[src/hw/rtl/bvpc_pkg.sv]
`default_nettype none
// ----------------------------------------------------------------------------
// bvpc_pkg: shared types and constants of the packet classifier
// Table sizes, item layouts, command and status codes, and the helper that
// turns an action key into its slot.
// ----------------------------------------------------------------------------
package bvpc_pkg;

   localparam int IP_ENTRIES    = 1024;
   localparam int PORT_ENTRIES  = 256;
   localparam int PROTO_ENTRIES = 256;
   localparam int ACT_ENTRIES   = 33;

   localparam int IP_AW    = $clog2(IP_ENTRIES);
   localparam int PORT_AW  = $clog2(PORT_ENTRIES);
   localparam int PROTO_AW = $clog2(PROTO_ENTRIES);
   localparam int ACT_AW   = 6;

   localparam int SCAN_DEPTH = (IP_ENTRIES > PORT_ENTRIES) ? IP_ENTRIES : PORT_ENTRIES;
   localparam int SCAN_AW    = $clog2(SCAN_DEPTH);
   localparam int CLR_DEPTH  = (SCAN_DEPTH > PROTO_ENTRIES) ? SCAN_DEPTH : PROTO_ENTRIES;
   localparam int CLR_AW     = $clog2(CLR_DEPTH);

   localparam int QUEUE_DEPTH = 2;
   localparam int QUEUE_AW    = $clog2(QUEUE_DEPTH);

   localparam logic [31:0] ALL_ONES      = 32'hFFFF_FFFF;
   localparam logic [31:0] LOOPBACK_ADDR = 32'h7F00_0001;
   localparam logic [7:0]  PROTO_TCP     = 8'd6;
   localparam logic [7:0]  PROTO_UDP     = 8'd17;
   localparam logic [3:0]  IP_VERSION_4  = 4'd4;

   typedef enum logic [1:0] {
      REQ_CLASSIFY = 2'd0,
      REQ_INSERT   = 2'd1,
      REQ_DELETE   = 2'd2,
      REQ_NONE     = 2'd3
   } req_kind_type;

   typedef enum logic [2:0] {
      SEL_SRC_ADDR = 3'd0,
      SEL_DST_ADDR = 3'd1,
      SEL_PROTO    = 3'd2,
      SEL_SRC_PORT = 3'd3,
      SEL_DST_PORT = 3'd4,
      SEL_ACTION   = 3'd5
   } sel_type;

   typedef enum logic [1:0] {
      ST_OK      = 2'd0,
      ST_FULL    = 2'd1,
      ST_ABSENT  = 2'd2,
      ST_BAD_KEY = 2'd3
   } status_type;

   typedef enum logic [2:0] {
      CMD_LOOKUP = 3'd0,
      CMD_INSERT = 3'd1,
      CMD_DELETE = 3'd2,
      CMD_PASS   = 3'd3,
      CMD_NOP    = 3'd4
   } cmd_kind_type;

   typedef struct packed {
      logic [1:0]  req_type;
      logic [2:0]  table_select;
      logic [31:0] entry_key;
      logic [31:0] entry_value;
      logic [3:0]  ip_version;
      logic [31:0] src_addr;
      logic [31:0] dst_addr;
      logic [7:0]  protocol;
      logic [15:0] src_port;
      logic [15:0] dst_port;
      logic [7:0]  ttl;
      logic        egress_dir;
   } req_item_type;

   typedef struct packed {
      logic        allowed;
      logic        record_valid;
      logic [1:0]  rec_flags;
      logic [31:0] rule_id;
      logic [7:0]  rec_ttl;
      logic [7:0]  rec_protocol;
      logic [31:0] rec_src_addr;
      logic [31:0] rec_dst_addr;
      logic [15:0] rec_src_port;
      logic [15:0] rec_dst_port;
      logic [1:0]  write_status;
   } rsp_item_type;

   // Decoded item as it waits between the front and the engine. For table
   // writes every key field carries the entry key cut to that table's width.
   typedef struct packed {
      cmd_kind_type kind;
      logic [2:0]   sel;
      logic [31:0]  key_sa;
      logic [31:0]  key_da;
      logic [7:0]   key_pr;
      logic [15:0]  key_sp;
      logic [15:0]  key_dp;
      logic [31:0]  value;
      logic [7:0]   ttl;
      logic         egress;
      logic         ports;
   } cmd_type;

   // Returns {more than one bit set, slot}; key 0 maps to slot 0, bit b to slot b+1.
   function automatic logic [ACT_AW:0] act_slot(input logic [31:0] key);
      logic [ACT_AW-1:0] slot;
      logic              bad;
      int                b;
      slot = '0;
      bad  = (key & (key - 32'd1)) != 32'd0;
      for (b = 0; b < 32; b++) begin
         if (key[b]) begin
            slot = ACT_AW'(b + 1);
         end
      end
      return {bad, slot};
   endfunction

endpackage
`default_nettype wire

[src/hw/rtl/bvpc_front.sv]
`default_nettype none
// ----------------------------------------------------------------------------
// bvpc_front: request decoder
// Sorts each item into lookup, table write, bypass or no-op and prepares
// the search keys for the engine.
// ----------------------------------------------------------------------------
module bvpc_front
   import bvpc_pkg::*;
(
   input  req_item_type req_item,
   output cmd_type      cmd
);

   logic bypass;
   logic ports;

   assign bypass = (req_item.ip_version != IP_VERSION_4) ||
                   (req_item.src_addr == LOOPBACK_ADDR) ||
                   (req_item.dst_addr == LOOPBACK_ADDR);
   assign ports  = (req_item.protocol == PROTO_TCP) || (req_item.protocol == PROTO_UDP);

   always_comb begin
      cmd        = '0;
      cmd.sel    = req_item.table_select;
      cmd.value  = req_item.entry_value;
      case (req_item.req_type)
         REQ_CLASSIFY: begin
            cmd.kind   = bypass ? CMD_PASS : CMD_LOOKUP;
            cmd.key_sa = req_item.src_addr;
            cmd.key_da = req_item.dst_addr;
            cmd.key_pr = req_item.protocol;
            cmd.key_sp = ports ? req_item.src_port : 16'd0;
            cmd.key_dp = ports ? req_item.dst_port : 16'd0;
            cmd.ttl    = req_item.ttl;
            cmd.egress = req_item.egress_dir;
            cmd.ports  = ports;
         end
         REQ_INSERT, REQ_DELETE: begin
            cmd.kind   = (req_item.req_type == REQ_INSERT) ? CMD_INSERT : CMD_DELETE;
            cmd.key_sa = req_item.entry_key;
            cmd.key_da = req_item.entry_key;
            cmd.key_pr = req_item.entry_key[7:0];
            cmd.key_sp = req_item.entry_key[15:0];
            cmd.key_dp = req_item.entry_key[15:0];
         end
         default: begin
            cmd.kind = CMD_NOP;
         end
      endcase
   end

endmodule
`default_nettype wire

[config.mk]
export PLATFORM = sky130hd
export DESIGN_NAME = bvpc_front
export DESIGN_NICKNAME = d
export VERILOG_FILES = /design/src/hw/rtl/bvpc_pkg.sv /design/src/hw/rtl/bvpc_front.sv
export SDC_FILE = /design/constraint.sdc
export NUM_CORES = 1
export LEC_CHECK = 0
export BUFFER_PORTS_ARGS = -buffer_cell sky130_fd_sc_hd__buf_2
export CORE_AREA = 2 2 132 134
export DETAILED_ROUTE_END_ITERATION = 10
export DIE_AREA = 0 0 134 136
export PLACE_DENSITY_LB_ADDON = 0.3
export SLEW_MARGIN = 20
export SYNTH_ARGS = -nofsm -noshare
export SYNTH_HDL_FRONTEND = slang
export SYNTH_SLANG_ARGS = --single-unit
export TNS_END_PERCENT = 1
[constraint.sdc]
create_clock -name vclk -period 1.45
set_clock_uncertainty 0.1 [all_clocks]
set_input_delay 0.0725 -clock vclk [all_inputs]
set_output_delay 0.0725 -clock vclk [all_outputs]
set_load 0.005 [all_outputs]
Word-level counts from Yosys, hierarchy flattened:

Cells that the tools add are included.

* equality and inequality tests: 7
* mux-type cells: 7
* reductions and logical operators: 5

Operators by type and width (number)
* $pmux W104 S2: 1
* $eq A32 B31 Y1 const B: 2
* $mux W16: 2
* $mux W10: 1
* $eq A8 B3 Y1 const B: 1
* $eq A8 B5 Y1 const B: 1
* $pmux W3 S2: 1
* $mux W2: 2
* $ne A4 B3 Y1 const B: 1
* $logic_or A1 B1 Y1: 3
* $eq A2 B1 Y1 const B: 1
* $eq A2 B2 Y1 const B: 1
* $logic_not A2 Y1: 1
* $reduce_or A2 Y1: 1

* register bits: 0
* input port bits: 186
* output and inout bits: 152
* word-level logic and storage cells: 19

Depth between registers and ports, before layout:

Gate-level depths: netlist of run 1.

* depth in word-level cells: 5
* gate-level depth with buffers: 6
* mapped depth without buffers: 5

Worst setup path before layout of run 1:

OpenSTA, ideal clock, no wires.

* kind: in2out
* start point: in req_item[66] in the netlist's numbering
* end point: out cmd[149] in the netlist's numbering
* arrival time: 1.107 ns
* required time: 1.278 ns
* slack: 0.170 ns
* stages on the path: 4
* cell sequence: nor4_2 > nand2_1 > or4_4 > a31oi_1

RTL lines
* start, declared: line bvpc_front.sv:10 `input req_item_type req_item,`
* end, declared: line bvpc_front.sv:11 `output cmd_type cmd`

==> results_dict.tcl, run 1 <==
set metrics [dict create \
    outcome "finished with violations" \
    failed_checks "negative setup slack" \
    fmax_mhz 595 \
    worstPathRequired_ns 1.28 \
    worst_path_most_repeated_cell "buf_2" \
    slowest_stage "or4_4" \
    synth_top_family_by_area "simple AND/OR/NAND/NOR gates" \
    synth.distinct_cells 20 \
    ios 338 \
    wl_um 12300 \
    drive_above_1_share 0.594 \
    core-area_um2 16900 \
    setup_viol 23 \
    synth-simple-area-share 0.440 \
    cts_setup_buffers 0 \
    worst_slew_pin_slew_ns 0.388 \
    drc_errors 0 \
    ir_worst_vdd_v 0.0000870 \
    dieArea_um2 18200 \
    grt_setup_unrepaired "true" \
    p_seq_frac 0 \
    grt_antenna_before_repair 1 \
    hold_viol 0 \
    swShare 0.507 \
    ant_nets 0 \
    netlist_area_um2 1720 \
    end_kind "primary output" \
    yosys_warnings 0 \
    timing.final.ws_setup_ns -0.230 \
    worstHoldPathCells 0 \
    max_slew_margin 0.741 \
    post-place-ws_ns -0.646 \
    power_density_nw_per_um2 314 \
    port_buffers 268 \
    internal_power_mw 0.574 \
    fin_crit_sh 1.16 \
    avgSynthCellArea_um2 4.97 \
    post-dp-hpwl_um 10600 \
    power_mw 1.17 \
    slowest_delay_ns 0.46 \
    routed-via-count 3334 \
    numSequentialCells 0 \
    grt_first_pass_wirelength_um 17600 \
    synth-seq-area-share 0 \
    holdBufCountCts 0 \
    min_path_type "primary input to primary output" \
    min-delay-start "req_item[120]" \
    grt_use_total 0.123 \
    die_y_um 136 \
    synth_nets 535 \
    final_common_cell "buf_2" \
    clockBufferCount 0 \
    yosys.area_share.adder 0.0145 \
    drt_iter0_markers 101 \
    most-common-layout-cells "263 x buf_2, 125 x nand2_1, 96 x a21oi_1" \
    path_class "primary input to primary output" \
    grt_max_degree 41 \
    place.gp.congestion 0.774 \
    min_period_ns 1.68 \
    netSwitchingPower_mw 0.591 \
    nets 794 \
    holdPathEnd "cmd[13]" \
    worstPathCellList "buf_2 -> nor4b_2 -> buf_4 -> nand4_1 -> or4_4 -> a31oi_1 -> buf_2" \
    synth-xor-area-share 0 \
    drv_slew 0 \
    routed_via_density 4.02 \
    syn_to_final_growth_pct 115 \
    maxCapViolCount 0 \
    grt-ovfl-total 0 \
    final_core_util 0.220 \
    seqCellArea_um2 0 \
    firstDrtPassIters 5 \
    critPathLaunchType "primary input" \
    cellLeakagePower_nw 1.94 \
    fp-row-count 48 \
    grt_pass1_vias 3061 \
    worstPathMaxFanout 2 \
    synth_mux_area_frac 0 \
    syn_inst 347 \
    p_clk_frac 0 \
    routedWlPerCell_um 14.8 \
    die_w_um 134 \
    start_util 0.102 \
    cp.arrival_ns 1.51 \
    combPwrFrac 1.000 \
    synth_compound_area_frac 0.327 \
]
layout make-up:
class | instances | area, um^2
antenna | 1 | 2.50
fill | 1992 | 13200
inverter | 2 | 7.51
multi-input combinational | 283 | 1570
tap | 225 | 282
timing repair buffer | 319 | 1850
cell families after synthesis:
group / count (synthesis)
compound gates: 110
fa+ha+maj: 2
buf+inv: 64
simple gates: 171
synth_stat cells:
master,n,area share
a21oi_1,104,0.30
a31oi_1,2,0.0073
and2_1,9,0.033
buf_1,2,0.0044
buf_2,3,0.0087
buf_4,35,0.15
clkbuf_1,22,0.048
ha_1,2,0.015
inv_1,2,0.0044
nand2_1,139,0.30
nand4_1,4,0.015
nand4b_1,2,0.010
nor4_1,9,0.033
nor4_2,2,0.015
nor4b_1,3,0.015
nor4bb_1,2,0.012
o211a_1,1,0.0058
o21ai_0,2,0.0058
o41a_1,1,0.0065
or4_4,1,0.0065
power by group through the flow:
stage	combinational, mW	sequential, mW	clock [mW]
floorplan	0.457	0	0
global placement	1.09	0	0
detailed placement	1.09	0	0
CTS	1.15	0	0
global route	1.29	0	0
finish	1.17	0	0.0000000922
routing by layer:
layer / up-vias / share of wire / global-route usage
li1: 1672 / - / -
met1: 1478 / 0.44 / 0.169
met2: 162 / 0.47 / 0.205
met3: 22 / 0.067 / 0.0130
met4: 0 / 0.025 / 0.0290
met5: - / 0 / 0
worst max-delay path: cells and delay by family:
kind,cells,cell delay [ns]
and+or+nand+nor,3,0.88
AOI/OAI and AO/OA,1,0.13
buffers and inverters,3,0.41
worst max path at each step:
| stage | from | end | slack [ns] | cells after the start |
|---|---|---|---|---|
| 6_report | req_item[50] | cmd[149] | -0.23 | 7 |
| 5_1_grt | req_item[56] | cmd[149] | -0.37 | 7 |
| 4_1_cts | req_item[56] | cmd[149] | -0.38 | 7 |
| 3_5_place_dp | req_item[56] | cmd[149] | -0.65 | 7 |
| 3_3_place_gp | req_item[56] | cmd[150] | -0.73 | 7 |
| 2_1_floorplan | req_item[66] | cmd[149] | 0.17 | 4 |
through the flow:
step / hold slack, ns / instances / instance area, um^2 / TNS [ns]
final: 0.0450 / 830 / 3710 / -1.70
after global routing: 0.0450 / 829 / 3710 / -4.69
after CTS: 0.0450 / 829 / 3620 / -2.26
after detailed placement: 0.0450 / 829 / 3450 / -10.44
after global placement: 0.0450 / 829 / 3450 / -9.56
after floorplan: 0.126 / 347 / 1720 / 0
repair_timing:
| action | CTS | global route |
|---|---|---|
| cloned | 0 | 0 |
| endpoints found under the setup margin | 82 | 87 |
| resized for setup | 35 | 21 |
| pin swaps | 5 | 5 |
Power figures use the tool's default switching activity.
==> inputs of run 2 (changes only) <==
Settings changed: RECOVER_POWER set to 100.
==> results_dict.tcl, run 2 (synthesis results as in run 1) <==
set metrics [dict create \
    holdBufCountCts 0 \
    cts_setup_buffers 0 \
    min_period_ns 1.68 \
    ios 338 \
    slowest_stage "or4_4" \
    outcome "finished with violations" \
    holdPathEnd "cmd[13]" \
    min_path_type "primary input to primary output" \
    core-area_um2 16900 \
    maxUsedRoutingLayer "met4" \
    hold_viol 0 \
    p_clk_frac 0 \
    wl_um 12300 \
    failed_checks "negative setup slack" \
    worstPathRequired_ns 1.28 \
    start_util 0.102 \
    grt_use_total 0.123 \
    dieArea_um2 18200 \
    netSwitchingPower_mw 0.589 \
    nets 794 \
    max_slew_margin 0.677 \
    internal_power_mw 0.551 \
    multi_input_comb_area_um2 1570 \
    setup_viol 36 \
    worstPathMaxFanout 2 \
    fillers 2005 \
    crit_start "req_item[50]" \
    ant_nets 0 \
    dr_wl_met3_um 782 \
    ir_worst_vdd_v 0.0000876 \
    place.gp.congestion 0.774 \
    wl_met2_um 5750 \
    drive_above_1_share 0.583 \
    cp.arrival_ns 1.51 \
    critPathLaunchType "primary input" \
    numSequentialCells 0 \
    firstDrtPassIters 4 \
    hold_ws_ns 0.0450 \
    grt_max_degree 41 \
    path_class "primary input to primary output" \
    worstHoldPathCells 0 \
    drv_slew 0 \
    port_buffers 268 \
    maxCapViolCount 0 \
    syn_to_final_growth_pct 112 \
    dpl_cell_area_um2 3450 \
    routed-via-count 3344 \
    path_delay_family "simple AND/OR/NAND/NOR gates" \
    seqCellArea_um2 0 \
    fin_crit_sh 1.16 \
    worst_path_most_repeated_cell "buf_2" \
    final_common_cell "buf_2" \
    power_density_nw_per_um2 312 \
    most-common-layout-cells "254 x buf_2, 125 x nand2_1, 96 x a21oi_1" \
    stdcell_area_um2 3650 \
    min-delay-start "req_item[120]" \
    routed_via_density 4.03 \
    post-dp-hpwl_um 10600 \
    grt-ovfl-total 0 \
    drc_errors 0 \
    routedWlPerCell_um 14.9 \
    p_seq_frac 0 \
    worst_slew_pin_slew_ns 0.484 \
    grt_antenna_before_repair 1 \
    critPathBufInv 3 \
    worstPathCellList "buf_2 -> nor4b_2 -> buf_4 -> nand4_1 -> or4_4 -> a31oi_1 -> buf_2" \
    clockBufferCount 0 \
    drt_iter0_markers 102 \
    combPwrFrac 1.000 \
    timing.final.ws_setup_ns -0.230 \
    route.layer.met1.wl_um 5500 \
    cellLeakagePower_nw 1.90 \
    fmax_mhz 595 \
    end_kind "primary output" \
    die_y_um 136 \
    slowest_delay_ns 0.46 \
    swShare 0.517 \
    grt_pass1_vias 3061 \
    fp-row-count 48 \
    grt_setup_unrepaired "true" \
    die_w_um 134 \
    grt_first_pass_wirelength_um 17600 \
]
[run 2: cell count changes in the layout (fill, tap and decap cells not counted)]
cell	before	now
buf_4	41	39
clkbuf_4	2	3
nor4bb_2	1	0
clkbuf_2	0	6
and2_1	9	8
and2_0	0	1
buf_12	6	3
buf_6	5	6
clkbuf_1	0	6
nor4bb_1	0	1
buf_2	263	254
[run 2: final cells by class]
cell class / instances / share of cell area
Timing Repair Buffer: 319 / 0.492
Multi-Input combinational cell: 283 / 0.428
Tap cell: 225 / 0.0771
Inverter: 2 / 0.00205
Antenna cell: 1 / 0.000685
[run 2: worst max path at each step]
stage	end	slack, ns	cells after the start
global placement	cmd[150]	-0.73	7
global route	cmd[149]	-0.37	7
finish	cmd[149]	-0.23	7
detailed placement	cmd[149]	-0.65	7
floorplan	cmd[149]	0.17	4
CTS	cmd[149]	-0.38	7
[run 2: layer usage]
metal,vias to the layer above,track usage
met5,-,0
met3,22,0.0130
li1,1672,-
met2,155,0.205
met4,0,0.0290
met1,1495,0.169
[run 2: timing repair]
item,4_1_cts,5_1_grt
endpoints found under the setup margin,82,87
resized for setup,35,21
pin swaps,5,5
[run 2: power groups by stage]
stage / Sequential (mW) / Clock [mW] / Combinational, mW
2_1_floorplan: 0 / 0 / 0.457
4_1_cts: 0 / 0 / 1.15
5_1_grt: 0 / 0 / 1.26
3_3_place_gp: 0 / 0 / 1.09
6_report: 0 / 0.0000000922 / 1.14
3_5_place_dp: 0 / 0 / 1.09
[run 2: through the flow]
| step | setup TNS (ns) | util | power (mW) | std cells | setup WS [ns] |
|---|---|---|---|---|---|
| 6_report | -2.81 | 0.216 | 1.14 | 830 | -0.230 |
| 2_1_floorplan | 0 | - | 0.457 | 347 | 0.170 |
| 3_5_place_dp | -10.44 | 0.205 | 1.09 | 829 | -0.646 |
| 4_1_cts | -2.26 | 0.214 | 1.15 | 829 | -0.378 |
| 5_1_grt | -10.50 | 0.216 | 1.26 | 829 | -0.372 |
| 3_3_place_gp | -9.56 | 0.205 | 1.09 | 829 | -0.726 |
