[config.mk]
export PLATFORM = sky130hd
export DESIGN_NAME = bvpc_queue
export DESIGN_NICKNAME = d
export VERILOG_FILES = /design/src/hw/rtl/bvpc_pkg.sv /design/src/hw/rtl/bvpc_queue.sv
export SDC_FILE = /design/constraint.sdc
export NUM_CORES = 1
export LEC_CHECK = 0
export BUFFER_PORTS_ARGS = -buffer_cell sky130_fd_sc_hd__clkbuf_2
export CELL_PAD_IN_SITES_DETAIL_PLACEMENT = 1
export CELL_PAD_IN_SITES_GLOBAL_PLACEMENT = 2
export CORE_UTILIZATION = 39
export DETAILED_ROUTE_END_ITERATION = 7
export MAX_ROUTING_LAYER = met4
export PLACE_DENSITY_LB_ADDON = 0.1
export RECOVER_POWER = 50
export REMOVE_ABC_BUFFERS = 1
export SYNTH_ARGS = -nofsm -noshare
export SYNTH_HDL_FRONTEND = slang
export SYNTH_SLANG_ARGS = --single-unit
export TNS_END_PERCENT = 10
[constraint.sdc]
create_clock -name clock -period 10.02 [get_ports clock]
set_input_delay 1.002 -clock clock [delete_from_list [all_inputs] [get_ports clock]]
set_output_delay 1.002 -clock clock [all_outputs]
set_load 0.01 [all_outputs]
[src/hw/rtl/bvpc_pkg.sv]
`default_nettype none
// ----------------------------------------------------------------------------
// bvpc_pkg: shared types and constants of the packet classifier
// Table sizes, item layouts, command and status codes, and the helper that
// turns an action key into its slot.
// ----------------------------------------------------------------------------
package bvpc_pkg;

   localparam int IP_ENTRIES    = 1024;
   localparam int PORT_ENTRIES  = 256;
   localparam int PROTO_ENTRIES = 256;
   localparam int ACT_ENTRIES   = 33;

   localparam int IP_AW    = $clog2(IP_ENTRIES);
   localparam int PORT_AW  = $clog2(PORT_ENTRIES);
   localparam int PROTO_AW = $clog2(PROTO_ENTRIES);
   localparam int ACT_AW   = 6;

   localparam int SCAN_DEPTH = (IP_ENTRIES > PORT_ENTRIES) ? IP_ENTRIES : PORT_ENTRIES;
   localparam int SCAN_AW    = $clog2(SCAN_DEPTH);
   localparam int CLR_DEPTH  = (SCAN_DEPTH > PROTO_ENTRIES) ? SCAN_DEPTH : PROTO_ENTRIES;
   localparam int CLR_AW     = $clog2(CLR_DEPTH);

   localparam int QUEUE_DEPTH = 2;
   localparam int QUEUE_AW    = $clog2(QUEUE_DEPTH);

   localparam logic [31:0] ALL_ONES      = 32'hFFFF_FFFF;
   localparam logic [31:0] LOOPBACK_ADDR = 32'h7F00_0001;
   localparam logic [7:0]  PROTO_TCP     = 8'd6;
   localparam logic [7:0]  PROTO_UDP     = 8'd17;
   localparam logic [3:0]  IP_VERSION_4  = 4'd4;

   typedef enum logic [1:0] {
      REQ_CLASSIFY = 2'd0,
      REQ_INSERT   = 2'd1,
      REQ_DELETE   = 2'd2,
      REQ_NONE     = 2'd3
   } req_kind_type;

   typedef enum logic [2:0] {
      SEL_SRC_ADDR = 3'd0,
      SEL_DST_ADDR = 3'd1,
      SEL_PROTO    = 3'd2,
      SEL_SRC_PORT = 3'd3,
      SEL_DST_PORT = 3'd4,
      SEL_ACTION   = 3'd5
   } sel_type;

   typedef enum logic [1:0] {
      ST_OK      = 2'd0,
      ST_FULL    = 2'd1,
      ST_ABSENT  = 2'd2,
      ST_BAD_KEY = 2'd3
   } status_type;

   typedef enum logic [2:0] {
      CMD_LOOKUP = 3'd0,
      CMD_INSERT = 3'd1,
      CMD_DELETE = 3'd2,
      CMD_PASS   = 3'd3,
      CMD_NOP    = 3'd4
   } cmd_kind_type;

   typedef struct packed {
      logic [1:0]  req_type;
      logic [2:0]  table_select;
      logic [31:0] entry_key;
      logic [31:0] entry_value;
      logic [3:0]  ip_version;
      logic [31:0] src_addr;
      logic [31:0] dst_addr;
      logic [7:0]  protocol;
      logic [15:0] src_port;
      logic [15:0] dst_port;
      logic [7:0]  ttl;
      logic        egress_dir;
   } req_item_type;

   typedef struct packed {
      logic        allowed;
      logic        record_valid;
      logic [1:0]  rec_flags;
      logic [31:0] rule_id;
      logic [7:0]  rec_ttl;
      logic [7:0]  rec_protocol;
      logic [31:0] rec_src_addr;
      logic [31:0] rec_dst_addr;
      logic [15:0] rec_src_port;
      logic [15:0] rec_dst_port;
      logic [1:0]  write_status;
   } rsp_item_type;

   // Decoded item as it waits between the front and the engine. For table
   // writes every key field carries the entry key cut to that table's width.
   typedef struct packed {
      cmd_kind_type kind;
      logic [2:0]   sel;
      logic [31:0]  key_sa;
      logic [31:0]  key_da;
      logic [7:0]   key_pr;
      logic [15:0]  key_sp;
      logic [15:0]  key_dp;
      logic [31:0]  value;
      logic [7:0]   ttl;
      logic         egress;
      logic         ports;
   } cmd_type;

   // Returns {more than one bit set, slot}; key 0 maps to slot 0, bit b to slot b+1.
   function automatic logic [ACT_AW:0] act_slot(input logic [31:0] key);
      logic [ACT_AW-1:0] slot;
      logic              bad;
      int                b;
      slot = '0;
      bad  = (key & (key - 32'd1)) != 32'd0;
      for (b = 0; b < 32; b++) begin
         if (key[b]) begin
            slot = ACT_AW'(b + 1);
         end
      end
      return {bad, slot};
   endfunction

endpackage
`default_nettype wire

[src/hw/rtl/bvpc_queue.sv]
`default_nettype none
// ----------------------------------------------------------------------------
// bvpc_queue: command queue
// Small first-in first-out buffer between the decoder and the engine.
// ----------------------------------------------------------------------------
module bvpc_queue
   import bvpc_pkg::*;
(
   input  logic    clock,
   input  logic    reset,
   input  logic    push,
   input  cmd_type push_data,
   input  logic    pop,
   output logic    full,
   output logic    not_empty,
   output cmd_type head
);

   cmd_type             slot_ff [QUEUE_DEPTH];
   logic [QUEUE_AW-1:0] wr_ptr_ff, wr_ptr_in;
   logic [QUEUE_AW-1:0] rd_ptr_ff, rd_ptr_in;
   logic [QUEUE_AW:0]   count_ff, count_in;

   assign full      = count_ff == (QUEUE_AW+1)'(QUEUE_DEPTH);
   assign not_empty = count_ff != '0;
   assign head      = slot_ff[rd_ptr_ff];

   always_comb begin
      wr_ptr_in = wr_ptr_ff;
      rd_ptr_in = rd_ptr_ff;
      count_in  = count_ff;
      if (push) begin
         wr_ptr_in = (wr_ptr_ff == QUEUE_AW'(QUEUE_DEPTH - 1)) ? '0 : wr_ptr_ff + 1'b1;
      end
      if (pop) begin
         rd_ptr_in = (rd_ptr_ff == QUEUE_AW'(QUEUE_DEPTH - 1)) ? '0 : rd_ptr_ff + 1'b1;
      end
      if (push && !pop) begin
         count_in = count_ff + 1'b1;
      end else if (pop && !push) begin
         count_in = count_ff - 1'b1;
      end
   end

   always_ff @(posedge clock) begin
      if (reset) begin
         wr_ptr_ff <= '0;
         rd_ptr_ff <= '0;
         count_ff  <= '0;
      end else begin
         wr_ptr_ff <= wr_ptr_in;
         rd_ptr_ff <= rd_ptr_in;
         count_ff  <= count_in;
      end
   end

   always_ff @(posedge clock) begin
      if (push) begin
         slot_ff[wr_ptr_ff] <= push_data;
      end
   end

endmodule
`default_nettype wire

-- Yosys cells after proc, flatten, opt, wreduce, memory -nomap -nowiden
Memories as Yosys holds them, arrays and structs flattened. A register that Yosys moved wholly into a read port is not among the register bits.
Cells that the tools add are included.
Widths: inputs -> output; s select.
- bits in registers: 4
- memory bits (writable): 304
- bits of input ports: 156
- output and inout bits: 154
- logic and storage cells: 23
- memories: 1
- add/sub/neg operators: 4
- eq/ne operators: 1
- multiplexer cells: 8
- reduce and logical (&&, ||, !) cells: 6
- memories (name ; words ; width ; rd ports ; clocked after Yosys merged registers in ; wr ports ; line ; RTL):
    slot_ff ; 2 ; 152 ; 1 ; 1 ; 1 ; bvpc_queue.sv:19 ; cmd_type slot_ff [QUEUE_DEPTH];
- operators with widths (kind ; count):
    $mux 1 ; 6
    $mux 2 ; 2
    $reduce_bool 2->1 ; 2
    $add 1x1->1 const B ; 2
    $add 2x1->2 const B ; 1
    $eq 2x2->1 const B ; 1
    $logic_and 1x1->1 ; 2
    $logic_not 1->1 ; 2
    $sub 2x1->2 const B ; 1

-- Depth between registers and ports, before layout
Gate-level depths: netlist of the first run.
- depth after elaboration: 4
- gate-level depth with buffers: 5
- mapped depth without buffers: 5

-- Least setup slack after synthesis of the first run
No wires, ideal clock.
- kind: input-to-reg
- start: in push
- end: mem slot_ff[0][0] (netlist bit) (enable)
- library setup time: 0.684 ns
- arrival: 7.575 ns
- data required time: 9.336 ns
- setup slack: 1.761 ns
- stages on the path: 1
- buffers on the path: 0
- path through: nor2b_1
- cells in the longest elaborated chain, start to end: 2
- RTL lines (element ; line ; RTL):
    from (decl) ; bvpc_queue.sv:11 ; input logic push,
    $mux 1 ; bvpc_queue.sv:58 ; if (push) begin
    $mux 1 (not written as such) ; bvpc_queue.sv:59 ; slot_ff[wr_ptr_ff] <= push_data;
    to (decl) ; bvpc_queue.sv:19 ;
No other way between the ends.

-- Worst setup path in the final report of the first run
- start: in push
- end: mem slot_ff[1][42] (netlist bit) (enable)
The elaborated chain is that of the path after synthesis.

==> results of run 1 <==
critical path, stage by stage:
cell	delay (ns)
sky130_fd_sc_hd__clkbuf_1	0.19
sky130_fd_sc_hd__and2_0	3.68
sky130_fd_sc_hd__buf_4	1.22
placed cells by master (no fill, tap or decap), drive strengths merged:
cell type    n
mux2       152
nor2b        2
bufinv       4
xnor2        2
nor2         4
o21ai        1
buf          6
edfxtp     304
ha           1
and2         1
or3          1
a21oi        1
inv          1
clkinv      12
clkbuf     348
or2          1
diode        2
dfxtp        5
xor2         2
flip-flops by register name, summed over array words and instances, names as in the netlist, named ones only:
signal and cells:
rd_ptr_ff 1, slot_ff 304, wr_ptr_ff 1, count_ff 2
per-stage QoR:
step                      total power (W)  area, um^2  utilization [%]  cells  setup slack [ns]
after global routing              0.00309       14300             49.4   1234              3.30
after global placement            0.00189       13400             46.5   1176              6.52
final                             0.00298       14300             49.4   1234              3.90
after detailed placement          0.00190       13400             46.5   1176              6.45
after CTS                         0.00303       14400             49.9   1232              6.01
after floorplan                   0.00179       11300                -    478              1.76
kinds of logic after synthesis:
group | after synthesis
flip-flops | 309
multiplexers | 152
buffers and inverters | 18
AND/OR/NAND/NOR | 9
XOR/XNOR | 4
AO/OA/AOI/OAI | 2
adder cells (fa/ha/maj) | 1
worst max-delay path by stage:
stage / startpoint / endpoint
global route: push / slot_ff[1][95]
global placement: push / slot_ff[0][69]
CTS: flop / head[48]
detailed placement: push / slot_ff[0][59]
finish: push / slot_ff[1][42]
floorplan: push / slot_ff[0][0]
cell type report:
class,count,area share [%]
Antenna cell,2,0.0351
Clock buffer,40,5.68
Clock inverter,16,1.21
Inverter,1,0.0263
Multi-Input combinational cell,168,14.9
Sequential cell,309,64.8
Tap cell,384,3.37
Timing Repair Buffer,314,10.0
Yosys cell counts:
| library cell | n | share of area (%) |
|---|---|---|
| sky130_fd_sc_hd__a21oi_1 | 1 | 0.043 |
| sky130_fd_sc_hd__and2_1 | 1 | 0.054 |
| sky130_fd_sc_hd__buf_2 | 7 | 0.30 |
| sky130_fd_sc_hd__buf_6 | 10 | 0.98 |
| sky130_fd_sc_hd__dfxtp_1 | 5 | 0.87 |
| sky130_fd_sc_hd__edfxtp_1 | 304 | 79 |
| sky130_fd_sc_hd__ha_1 | 1 | 0.11 |
| sky130_fd_sc_hd__inv_1 | 1 | 0.033 |
| sky130_fd_sc_hd__mux2_2 | 72 | 7.1 |
| sky130_fd_sc_hd__mux2_4 | 80 | 10 |
| sky130_fd_sc_hd__nor2_1 | 4 | 0.13 |
| sky130_fd_sc_hd__nor2b_1 | 2 | 0.11 |
| sky130_fd_sc_hd__o21ai_0 | 1 | 0.043 |
| sky130_fd_sc_hd__or2_2 | 1 | 0.054 |
| sky130_fd_sc_hd__or3_1 | 1 | 0.054 |
| sky130_fd_sc_hd__xnor2_1 | 2 | 0.15 |
| sky130_fd_sc_hd__xor2_1 | 2 | 0.15 |
power by group:
| group | internal [W] | switching [W] | total (W) |
|---|---|---|---|
| combinational | 0.000153 | 0.000169 | 0.000322 |
| clock | 0.000667 | 0.000452 | 0.00112 |
| sequential | 0.00151 | 0.0000270 | 0.00154 |
metal layers:
metal / wire [um] / GRT usage [%] / vias up
met3: 1810 / 4.63 / 39
met1: 9270 / 18.0 / 2788
met5: 0 / - / -
li1: - / - / 2623
met2: 12100 / 27.5 / 200
met4: 591 / 4.50 / 0
==> implementation parameters, run 1 <==
Parameter                              Value

Outcome
  Outcome    finished, violations left
  Violations in the final reports    max-capacitance violations, max-slew violations

Final layout
  Area taken by flip-flops and latches    9230 um^2
  Number of filler instances in the final layout    2814
  Total number of nets in the final design    982
  Synthesis-to-finish area growth    24.0%
  Ratio of cells with drive above 1 in the final layout    45.4%
  Area of combinational cells with multiple inputs    2120 um^2

Hold path
  Hold Path End    count_ff[1]
  HP Class    reg2reg
  Count of cells along the worst hold path    2
  Hold path startpoint    count_ff[1]

GRT
  Aggregate global routing overflow    0
  Vias in the first global route    6184
  Maximum number of pins on one net before global-route repair    79
  Global Route Usage Sum    15.9%
  Number of antenna violations at the first check in global routing    2
  First-pass GRT wire length    35600 um

Floorplan
  Initial Util    39.8%
  Number of top-level pins    310
  Number of placement rows    62
  Die boundary width    174 um
  Floorplan core area    28900 um^2
  Chip height    174 um
  DIE AREA    30200 um^2

Clocking
  Root cell of the clock tree    sky130_fd_sc_hd__clkbuf_16
  Clock Pin Slew Worst Setup and Hold Paths    0.06 ns
  Resized Gates After CTS    0
  CTS tree    done
  Clock latency of the later-clocked register in the worst-skew pair    0.55 ns
  CTS hold repair buffers    0
  Number of clock sinks    309
  Clock H-tree levels    1
  Post-CTS Setup Inserts    0
  Number of buffers on the longest clock path    3
  CTS Buf Count    31

Logic synthesis
  Warnings, synthesis    0
  Multiplexer fraction of the synthesized cell area    17.5%
  Post-synthesis sequential element count    309
  Share of the yosys chip area belonging to registers    80.3%
  Share of the synthesized area in compound gates (AO/OA/AOI/OAI)    0.0871%
  Post-synthesis cell area    11500 um^2
  Number of distinct library cell variants in the gate-level netlist after synthesis    17
  Synthesized area divided by synthesized cell count    23.2 um^2
  Share of synthesized cell area in and, or, nand and nor gates    0.403%
  Largest family of logic cells by synthesized area    multiplexers
  Synth Area in XOR/XNOR    0.305%
  Post-Syn Instances    495
  Post-synthesis adder-cell area fraction    0.109%

Place
  Number of port buffers    309
  Half-perimeter wire length after placement    15800 um
  Routability congestion estimate    0.736

Routing
  Detailed Routing Iterations Pass 1    4
  Routed vias/inst    4.58
  Count of antenna-violating nets left after detailed routing    0
  Routed wire length per instance    19.3 um
  Remaining DRCs    0
  DR vias    5650
  Routed Wire Length    23800 um
  DRC marker count from the first detailed-route iteration    247

Timing
  Worst slew pin tran    5.16 ns
  Fin. Hold Viols    0
  Max frequency    0.163 GHz
  RSZ-0062 raised after global routing    no
  Worst hold slack across all endpoints    0.506 ns
  Final setup TNS    0 ns
  Final worst-path cycle share    61.1%
  Count of endpoints failing setup in the final report    0
  Tmin final    6.12 ns
  Pins over their slew limit    76
  Worst clock skew    0.0148 ns
  Relative slew slack    -244%

Critical path
  Data arrival time of the critical path    6.28 ns
  Setup Crit Path Kind    in2reg
  Critical Path RT    10.18 ns
  Setup slack of the worst register-to-register path    4.15 ns
  CP Capture Type    flop
  Worst R2R Path Depth    2
  Type of origin of the critical path    input port
  Highest net fanout along the worst path    78
  Reg2reg start    wr_ptr_ff
  Capture point of the worst reg-to-reg path    slot_ff[1][42]

Power and ir drop
  Worst VDD drop    0.138 mV
  PD cells    209 nW/um^2
  Leak    5.24 nW

Flow run
  Count of max-cap constraint violations    1
(Power assumes the default switching activity.)
==> run 2: changes to the inputs <==
--- a/config.mk
+++ b/config.mk
@@ -5,10 +5,11 @@
 export SDC_FILE = /design/constraint.sdc
 export NUM_CORES = 1
 export LEC_CHECK = 0
+export ABC_AREA = 1
 export BUFFER_PORTS_ARGS = -buffer_cell sky130_fd_sc_hd__clkbuf_2
 export CELL_PAD_IN_SITES_DETAIL_PLACEMENT = 1
 export CELL_PAD_IN_SITES_GLOBAL_PLACEMENT = 2
-export CORE_UTILIZATION = 39
+export CORE_UTILIZATION = 35
 export DETAILED_ROUTE_END_ITERATION = 7
 export MAX_ROUTING_LAYER = met4
 export PLACE_DENSITY_LB_ADDON = 0.1
==> constraint.sdc (replaced) <==
create_clock -name clock -period 5.4 [get_ports clock]
set_input_delay 0.54 -clock clock [delete_from_list [all_inputs] [get_ports clock]]
set_output_delay 0.54 -clock clock [all_outputs]
set_load 0.01 [all_outputs]
==> implementation parameters, run 2 <==
Parameter                              Value

Critical path
  Chain of cells forming the critical path    buf_12 > mux2_2 > clkbuf_2
  Family of cells with the greatest summed delay on the critical path    flip-flops
  Critical Path RT    4.86 ns
  Type of origin of the critical path    flop
  Delay of the slowest critical-path stage    0.87 ns
  Highest net fanout along the worst path    79
  Setup Crit Path Kind    reg2out
  Slowest stage cell on the critical path    sky130_fd_sc_hd__dfxtp_4
  Crit path buffers/inverters    2
  CP Capture Type    primary output
  Data arrival time of the critical path    2.55 ns

Routing
  Remaining DRCs    0
  DR vias    5825
  Routed vias/inst    4.43
  Count of antenna-violating nets left after detailed routing    0
  Detailed Routing Iterations Pass 1    4
  Routed Wire Length    24600 um
  DRC marker count from the first detailed-route iteration    260
  Routed wire length per instance    18.7 um

Final layout
  Register with the highest flop count    slot_ff
  Most common library cell in the layout ignoring fill and taps    sky130_fd_sc_hd__edfxtp_1
  Number of filler instances in the final layout    3230
  Total number of nets in the final design    999
  Post-layout utilization of the core    44.7%
  Ratio of cells with drive above 1 in the final layout    45.2%
  Flip-flop count of the largest register, all copies and words added    304
  Largest registers in the final layout    slot_ff (304), count_ff (2)
  Top library cells by usage in the layout, fill and taps aside    sky130_fd_sc_hd__edfxtp_1 (304), sky130_fd_sc_hd__clkbuf_2 (182), sky130_fd_sc_hd__clkbuf_1 (134), sky130_fd_sc_hd__mux2_4 (80), sky130_fd_sc_hd__mux2_2 (72)
  Post-layout instance count excluding filler cells    1315
  Final design area excluding fillers    14500 um^2
  Synthesis-to-finish area growth    26.1%

GRT
  Maximum number of pins on one net before global-route repair    80
  First-pass GRT wire length    36100 um
  Number of antenna violations at the first check in global routing    4
  Aggregate global routing overflow    0
  Vias in the first global route    6168
  Global Route Usage Sum    14.8%

Place
  Number of placed cells counting well taps    1246
  Total placed instance area    13600 um^2
  Number of port buffers    309
  Routability congestion estimate    0.728
  Half-perimeter wire length after placement    16600 um

Logic synthesis
  Largest area contributor in the netlist    sky130_fd_sc_hd__edfxtp_1
  Post-synthesis cell area    11500 um^2
  Top cells by area, synth    sky130_fd_sc_hd__edfxtp_1 (79%), sky130_fd_sc_hd__mux2_4 (10%), sky130_fd_sc_hd__mux2_2 (7.0%)
  Number of synthesized flops with an enable pin    304
  Area fraction of the dominant cell type after synthesis    79.3%
  Synthesized area divided by synthesized cell count    22.8 um^2
  Most common cell in the netlist    sky130_fd_sc_hd__edfxtp_1
  Top FF cell, synth    sky130_fd_sc_hd__edfxtp_1
  Top cells by count, synth    sky130_fd_sc_hd__edfxtp_1 (304), sky130_fd_sc_hd__mux2_4 (80), sky130_fd_sc_hd__mux2_2 (72)
  Number of distinct library cell variants in the gate-level netlist after synthesis    16
  Share of the yosys chip area belonging to registers    80.1%
  Share of synthesized flip-flops with an asynchronous set or reset    0%
  Warnings, synthesis    0
  Post-synthesis sequential element count    309
  Post-Syn Instances    506

Floorplan
  Number of placement rows    66
  Floorplan core area    32500 um^2
  Initial Util    35.5%
  Chip height    183 um
  DIE AREA    33600 um^2
  Number of top-level pins    310
  Die boundary width    183 um

Clocking
  CTS tree    done
  Number of buffers on the longest clock path    3
  CTS Buf Count    36
  Clock H-tree levels    2
  Resized Gates After CTS    0
  Post-CTS Setup Inserts    0
  Clock Pin Slew Worst Setup and Hold Paths    0.06 ns
  Number of clock sinks    309
  Clock latency of the later-clocked register in the worst-skew pair    0.51 ns
  CTS hold repair buffers    0
  Root cell of the clock tree    sky130_fd_sc_hd__clkbuf_16

Timing
  Relative slew slack    -42.7%
  RSZ-0062 raised after global routing    no
  Fin. Hold Viols    0
  Count of endpoints failing setup in the final report    0
  Worst clock skew    0.00762 ns
  Worst slew pin tran    2.14 ns
  Tmin final    3.09 ns
  Pins over their slew limit    78
  Final worst-path cycle share    57.2%
  Max frequency    0.324 GHz

Power and ir drop
  Worst VDD drop    0.212 mV
  PD cells    393 nW/um^2
  Leak    5.34 nW
  Power Total    0.00570 W

Outcome
  Violations in the final reports    max-capacitance violations, max-slew violations
  Outcome    finished, violations left

Hold path
  HP Class    in2reg

Flow run
  Count of max-cap constraint violations    1
-- run 2: worst reg2reg max path: stages, from the launching register on --
cell and delay, ns:
sky130_fd_sc_hd__dfxtp_1 0.32, sky130_fd_sc_hd__nor2_1 0.42, sky130_fd_sc_hd__clkbuf_2 1.56
-- run 2: area by class of cell --
type                    count  area (um^2)  area share [%]
diodes                      5         12.5          0.0862
clock buffers              43          948            6.53
clock inverters            21          185            1.28
inverters                   9         38.8           0.267
multi-input cells         171         2100            14.5
flip-flops and latches    309         9230            63.6
well taps                 442          553            3.81
repair buffers            315         1440            9.93
-- run 2: kinds of logic (layout without fill, tap and decap cells) --
kind of cell               after synthesis  after routing  synth area share, %
muxes                                  152            152                 17.5
buffers and inverters                   26            388                 1.58
xor gates and xnor gates                 1              1               0.0761
AOI/OAI and AO/OA                        2              2               0.0868
DFF                                    309            309                 80.1
and+or+nand+nor                         15             15                0.532
other                                    0              5                    0
adders and majority gates                1              1                0.109
-- run 2: power breakdown --
group / leakage (nW) / total [W] / internal (W) / switching (W)
Sequential: 2.90 / 0.00283 / 0.00278 / 0.0000468
Clock: 0.557 / 0.00231 / 0.00140 / 0.000911
Combinational: 1.89 / 0.000561 / 0.000268 / 0.000292
-- run 2: per-stage QoR --
stage / hold WS [ns] / setup WS [ns] / setup TNS (ns)
3_5_place_dp: 0.517 / 2.82 / 0
6_report: 0.221 / 2.31 / 0
3_3_place_gp: 0.501 / 2.83 / 0
5_1_grt: 0.194 / 2.18 / 0
4_1_cts: 0.193 / 2.26 / 0
2_1_floorplan: 0.480 / -2.20 / -411.39
-- run 2: worst paths after layout --
path / startpoint / endpoint / slack, ns / depth (start not counted)
worst max register to register: wr_ptr_ff / slot_ff[0][46] / 2.56 / 2
worst min-delay path: push_data[112] / slot_ff[1][112] / 0.22 / 1
worst max-delay path: flop / head[36] / 2.31 / 3
worst min register to register: wr_ptr_ff / wr_ptr_ff / 0.52 / 2
-- run 2: routing by layer --
metal  vias up  track usage [%]  wire length [um]
li1       2673                -                 -
met1      2916             17.0              9820
met2       201             23.9             12400
met3        35             5.40              1970
met4         0             4.73               459
met5         -                -                 0
